<file path="config.mk">
export PLATFORM = sky130hd
export DESIGN_NAME = nlms_div
export DESIGN_NICKNAME = d
export VERILOG_FILES = /design/src/rtl/nlms_echo_canceller_unit_assert.svh /design/src/rtl/nlms_pkg.sv /design/src/rtl/nlms_div.sv
export SDC_FILE = /design/constraint.sdc
export NUM_CORES = 1
export LEC_CHECK = 0
export ABC_AREA = 1
export BUFFER_PORTS_ARGS = -buffer_cell sky130_fd_sc_hd__buf_4
export CAP_MARGIN = 20
export CORE_ASPECT_RATIO = 0.7
export CORE_MARGIN = 3
export CORE_UTILIZATION = 62
export DETAILED_ROUTE_END_ITERATION = 8
export GPL_ROUTABILITY_DRIVEN = 0
export PLACE_DENSITY = 0.95
export SETUP_SLACK_MARGIN = 0.05
export SYNTH_ARGS = -nofsm -noshare
export SYNTH_HDL_FRONTEND = slang
export SYNTH_SLANG_ARGS = --single-unit
export TNS_END_PERCENT = 5
</file>
<file path="constraint.sdc">
create_clock -name clk -period 3.65 [get_ports clk]
set_input_delay 0.73 -clock clk [delete_from_list [all_inputs] [get_ports clk]]
set_output_delay 0.73 -clock clk [all_outputs]
set_load 0.01 [all_outputs]
</file>
<file path="src/rtl/nlms_echo_canceller_unit_assert.svh">
// Assertion macros for the echo canceller.
`ifndef NLMS_ECHO_CANCELLER_UNIT_ASSERT_SVH
`define NLMS_ECHO_CANCELLER_UNIT_ASSERT_SVH
// same-cycle implication, sampled on clk, off during reset
`define NLMS_ASSERT_SAME(lbl, ant, cons) \
    lbl: assert property (@(posedge clk) disable iff (!rst_n) (ant) |-> (cons)) \
        else $error("nlms assertion failed");
// next-cycle implication
`define NLMS_ASSERT_NEXT(lbl, ant, cons) \
    lbl: assert property (@(posedge clk) disable iff (!rst_n) (ant) |=> (cons)) \
        else $error("nlms assertion failed");
`endif

</file>
<file path="src/rtl/nlms_pkg.sv">
// Package: constants, types and helpers of the echo canceller.
`default_nettype none
package nlms_pkg;
    localparam int TAPS      = 64;
    localparam int IDX_W     = 6;
    localparam int SAMPLE_W  = 16;
    localparam int TAP_W     = 32;
    localparam int STEP_W    = 16;
    localparam logic [STEP_W-1:0] STEP_RESET = 16'd16384;
    localparam int PROD_W    = SAMPLE_W + TAP_W;
    localparam int ACC_W     = PROD_W + $clog2(TAPS) + 1;
    localparam int EN_W      = 2 * SAMPLE_W + $clog2(TAPS);
    localparam int DEN_W     = EN_W + 1;
    localparam int MAG_W     = STEP_W + SAMPLE_W;
    localparam int GAIN_SH   = 31;
    localparam int NUM_W     = MAG_W + GAIN_SH;
    localparam int GAIN_W    = 48;
    localparam int FRAC      = 30;
    localparam int UPD_SH    = 15;
    localparam int CNT_MAX   = (TAPS + 2 > NUM_W) ? TAPS + 2 : NUM_W;
    localparam int CNT_W     = $clog2(CNT_MAX + 1);
    localparam int DCNT_W    = $clog2(NUM_W);

    typedef enum logic [2:0] {
        ST_IDLE, ST_SCAN, ST_DRAIN, ST_FORM, ST_MUL, ST_DIV, ST_UPD, ST_OUT
    } state_t;

    typedef struct packed {
        logic shift;
        logic rotate;
        logic update;
    } cell_ctrl_t;

    // Q45 sum to Q15: round half up, saturate to 16 bits
    function automatic logic [SAMPLE_W-1:0] round_sat(input logic signed [ACC_W:0] v);
        logic signed [ACC_W:0] r;
        r = (v + ((ACC_W+1)'(1) <<< (FRAC - 1))) >>> FRAC;
        if (&r[ACC_W:SAMPLE_W-1] || ~|r[ACC_W:SAMPLE_W-1])
            return r[SAMPLE_W-1:0];
        else
            return r[ACC_W] ? {1'b1, {(SAMPLE_W-1){1'b0}}} : {1'b0, {(SAMPLE_W-1){1'b1}}};
    endfunction
endpackage
`default_nettype wire

</file>
<file path="src/rtl/nlms_div.sv">
// Restoring divider, one quotient bit per cycle, for the update gain.
`default_nettype none
module nlms_div (
    input  wire logic                           clk,
    input  wire logic                           rst_n,
    input  wire logic                           start,
    input  wire logic [nlms_pkg::MAG_W-1:0]     mag,
    input  wire logic [nlms_pkg::DEN_W-1:0]     den,
    output logic                                done,
    output logic [nlms_pkg::NUM_W-1:0]          quot
);
    logic                            busy_reg;
    logic                            done_reg;
    logic [nlms_pkg::DCNT_W-1:0]     cnt_reg;
    logic [nlms_pkg::DEN_W-1:0]      den_reg;
    logic [nlms_pkg::DEN_W-1:0]      rem_reg;
    logic [nlms_pkg::NUM_W-1:0]      num_reg;
    logic [nlms_pkg::NUM_W-1:0]      quot_reg;
    logic [nlms_pkg::DEN_W:0]        trial;
    logic                            ge;
    logic [nlms_pkg::DEN_W:0]        diff;
    logic [nlms_pkg::DEN_W-1:0]      rem_next;

    always_comb
    begin
        trial    = {rem_reg, num_reg[nlms_pkg::NUM_W-1]};
        ge       = trial >= {1'b0, den_reg};
        diff     = trial - {1'b0, den_reg};
        rem_next = ge ? diff[nlms_pkg::DEN_W-1:0] : trial[nlms_pkg::DEN_W-1:0];
    end

    always_ff @(posedge clk or negedge rst_n)
    begin
        if (!rst_n)
        begin
            busy_reg <= 1'b0;
            done_reg <= 1'b0;
            cnt_reg  <= '0;
        end
        else
        begin
            done_reg <= 1'b0;
            if (start)
            begin
                busy_reg <= 1'b1;
                cnt_reg  <= '0;
            end
            else if (busy_reg)
            begin
                cnt_reg <= cnt_reg + 1'b1;
                if (cnt_reg == nlms_pkg::DCNT_W'(nlms_pkg::NUM_W - 1))
                begin
                    busy_reg <= 1'b0;
                    done_reg <= 1'b1;
                end
            end
        end
    end

    always_ff @(posedge clk)
    begin
        if (start)
        begin
            den_reg  <= den;
            rem_reg  <= '0;
            num_reg  <= {mag, {nlms_pkg::GAIN_SH{1'b0}}};
            quot_reg <= '0;
        end
        else if (busy_reg)
        begin
            rem_reg  <= rem_next;
            num_reg  <= {num_reg[nlms_pkg::NUM_W-2:0], 1'b0};
            quot_reg <= {quot_reg[nlms_pkg::NUM_W-2:0], ge};
        end
    end

    assign done = done_reg;
    assign quot = quot_reg;
endmodule
`default_nettype wire

</file>
==> impl_metrics.py <==
metrics = {
    "placement": {
        "dpl-instance-area_um2": 10700,
        "hpwl_um": 18500,
        "io_buffers": 137,
        "place_ws_ns": 0.724,
    },
    "routing": {
        "final_antenna_net_count": 0,
        "drt_first_iter_violations": 1126,
        "vias_per_cell": 5.57,
        "drc": 0,
        "vias": 9065,
        "routed_wl_um": 26100,
        "dr.pass1.iters": 8,
        "wl_per_cell_um": 16.0,
    },
    "global_routing": {
        "overflow": 0,
        "grt_pass1_wl_um": 41300,
        "grt_max_degree": 69,
        "globalRouteTotalUtil_pct": 30.5,
        "grt_pass1_vias": 8851,
        "antenna_found_initial": 1,
    },
    "timing": {
        "hold_violations": 0,
        "fin_ws_ns": 0.551,
        "fmax_ghz": 0.323,
        "finalMaxSlewViolations": 0,
        "post-route-period-util_pct": 84.9,
        "tightestPinTransition_ns": 0.809,
        "slew-limit-headroom_pct": 46.1,
        "finClkSkew_ns": 0.0101,
        "setup_viol": 0,
        "rsz0062_at_grt": "false",
        "period_needed_ns": 3.10,
        "finalSetupTns_ns": 0,
    },
    "floorplanning": {
        "fp.dieW_um": 155,
        "num_io_pins": 138,
        "core-area_um2": 14900,
        "die_area_um2": 17000,
        "initial_core_util_pct": 64.2,
        "num_rows": 37,
        "fp.dieH_um": 110,
    },
    "yosys": {
        "syn_avg_cell_area_um2": 7.42,
        "yosysTopAreaCellShare_pct": 22.3,
        "yosys.cell_count.top_type": "nand2_1",
        "synthDistinctLibCells": 43,
        "synthCells": 1290,
        "synth_edf_count": 71,
        "syn_area_um2": 9570,
        "yosysWarnings": 0,
        "yosysSeqAreaShare_pct": 45.7,
        "synth_top_area_cell": "edfxtp_1",
        "yosys_register_bits": 181,
        "async_flop_share_pct": 4.42,
        "synthFlopType": "dfxtp_1",
        "netlist_top_cells_area": "edfxtp_1 (22%), dfxtp_1 (21%), nand2_1 (18%)",
        "synth_nets": 1406,
        "synth_common_cells": "nand2_1 (469), inv_1 (206), dfxtp_1 (102)",
    },
    "cts": {
        "cts_setup_buffers": 0,
        "cts.reportedPaths.clkPinSlew_ns": 0.08,
        "numCtsBuffers": 17,
        "post_cts_resize_count": 0,
        "ctsHoldBuffers": 0,
        "numClockSinks": 181,
        "htree_levels": 4,
        "clk_latency_ns": 0.44,
        "cts_root_buf": "clkbuf_16",
        "cts_tree": "done",
        "clk_path_buf_depth": 2,
    },
    "pwr": {
        "p_total_w": 0.00453,
        "seqPwrFrac_pct": 48.7,
        "combPwrFrac_pct": 8.6,
        "p_int_w": 0.00329,
        "switching_share_pct": 27.4,
        "clkPwrFrac_pct": 42.7,
        "p_per_area_nw_per_um2": 398,
        "cellLeakagePower_nw": 5.68,
        "ir_worst_vdd_uv": 295,
        "switchingPower_w": 0.00124,
    },
    "critical_path": {
        "cpMostUsedCell": "nand2_1",
        "cpMaxStageDelayCell": "nor2_4",
        "cp-start-kind": "flip-flop",
        "worstSetupPathType": "flip-flop to flip-flop",
        "worstPathArrival_ns": 3.48,
        "crit_family": "simple AND/OR/NAND/NOR gates",
        "cp-end-kind": "flip-flop",
        "critical-path-max-stage-delay_ns": 0.74,
        "crit_buf_inv": 0,
        "cp_max_fo": 29,
        "worstPathCellList": "ha_1 -> a21oi_1 -> nand2_1 -> a21oi_2 -> nand2_1 -> nand2_2 -> nand4_4 -> nor2_4 -> nand2_1 -> nand3_1",
        "worstPathRequired_ns": 4.03,
    },
    "final_layout": {
        "design_area_um2": 11400,
        "area_growth_pct": 18.8,
        "largest_reg_flops": 63,
        "final_net_count": 1536,
        "antenna_cells": 0,
        "drive_gt1_share_pct": 14.7,
        "utilization_pct": 76.3,
    },
    "run_status": {
        "status": "complete, no violations",
    },
    "hold_path": {
        "holdCritPathClass": "input pin to async pin",
    },
    "job": {
        "cap_violations": 0,
    },
}
## power by group through the flow
| stage | sequential (W) | clock, W | combinational (W) |
|---|---|---|---|
| floorplan | 0.00224 | 0 | 0.000240 |
| global placement | 0.00224 | 0 | 0.000358 |
| detailed placement | 0.00225 | 0 | 0.000369 |
| CTS | 0.00220 | 0.00195 | 0.000380 |
| global route | 0.00221 | 0.00203 | 0.000430 |
| finish | 0.00220 | 0.00193 | 0.000389 |
## per-stage QoR
stage / std cells / hold slack, ns
4_1_cts: 1628 / 0.0958
3_3_place_gp: 1596 / 0.443
2_1_floorplan: 1290 / 0.434
3_5_place_dp: 1596 / 0.464
6_report: 1628 / 0.0983
5_1_grt: 1628 / 0.0971
## metal layers
layer | up-vias | wire [um] | GRT usage, %
met2 | 548 | 11500 | 48.3
li1 | 4340 | - | -
met5 | - | 8 | 0
met1 | 4053 | 10100 | 37.9
met3 | 122 | 3590 | 12.7
met4 | 2 | 880 | 11.3
## cell families after synthesis
logic type      synth area share [%]
simple gates                    28.7
buf+inv                         10.2
flops                           45.7
compound gates                  7.76
fa+ha+maj                       5.57
xor+xnor                        2.01
## cell type report
class,instances,area [um^2]
Inverter,219,825
Tap cell,195,244
Clock inverter,15,204
Sequential cell,181,4370
Timing Repair Buffer,143,1070
Fill cell,1010,3540
Clock buffer,17,425
Multi-Input combinational cell,858,4220
## final timing paths
check,slack (ns),from,cells after the start,endpoint
max,0.55,rem_reg[22]$_SDFFE_PP0P_,10,rem_reg[19]$_SDFFE_PP0P_
min,0.1,rst_n,1,done$_DFF_PN0_
max reg2reg,0.55,rem_reg[22]$_SDFFE_PP0P_,10,rem_reg[19]$_SDFFE_PP0P_
min reg2reg,0.48,rem_reg[3]$_SDFFE_PP0P_,2,rem_reg[3]$_SDFFE_PP0P_
max in group asynchronous,3.41,rst_n,1,cnt_reg[4]$_DFFE_PN0P_
min in group clk,0.46,den[8],1,den_reg[8]$_DFFE_PP_
## layout by cell type, fill, tap and decap left out, drive strengths merged, types with 10 or more instances in the layout
cell	n
inv	226
buf	143
o21ai	19
o22ai	61
nor3	10
clkbuf	17
a21oi	35
nand3	78
dfxtp	102
ha	41
xor2	19
nand2	475
nor2	89
edfxtp	71
## worst register-to-register path: stages, from the launching register on
cell and delay [ns]:
dfxtp_1 0.47, ha_1 0.36, a21oi_1 0.26, nand2_1 0.13, a21oi_2 0.19, nand2_1 0.09, nand2_2 0.09, nand4_4 0.41
nor2_4 0.75, nand2_1 0.16, nand3_1 0.11
No activity file was read; power rests on OpenSTA's default activity.
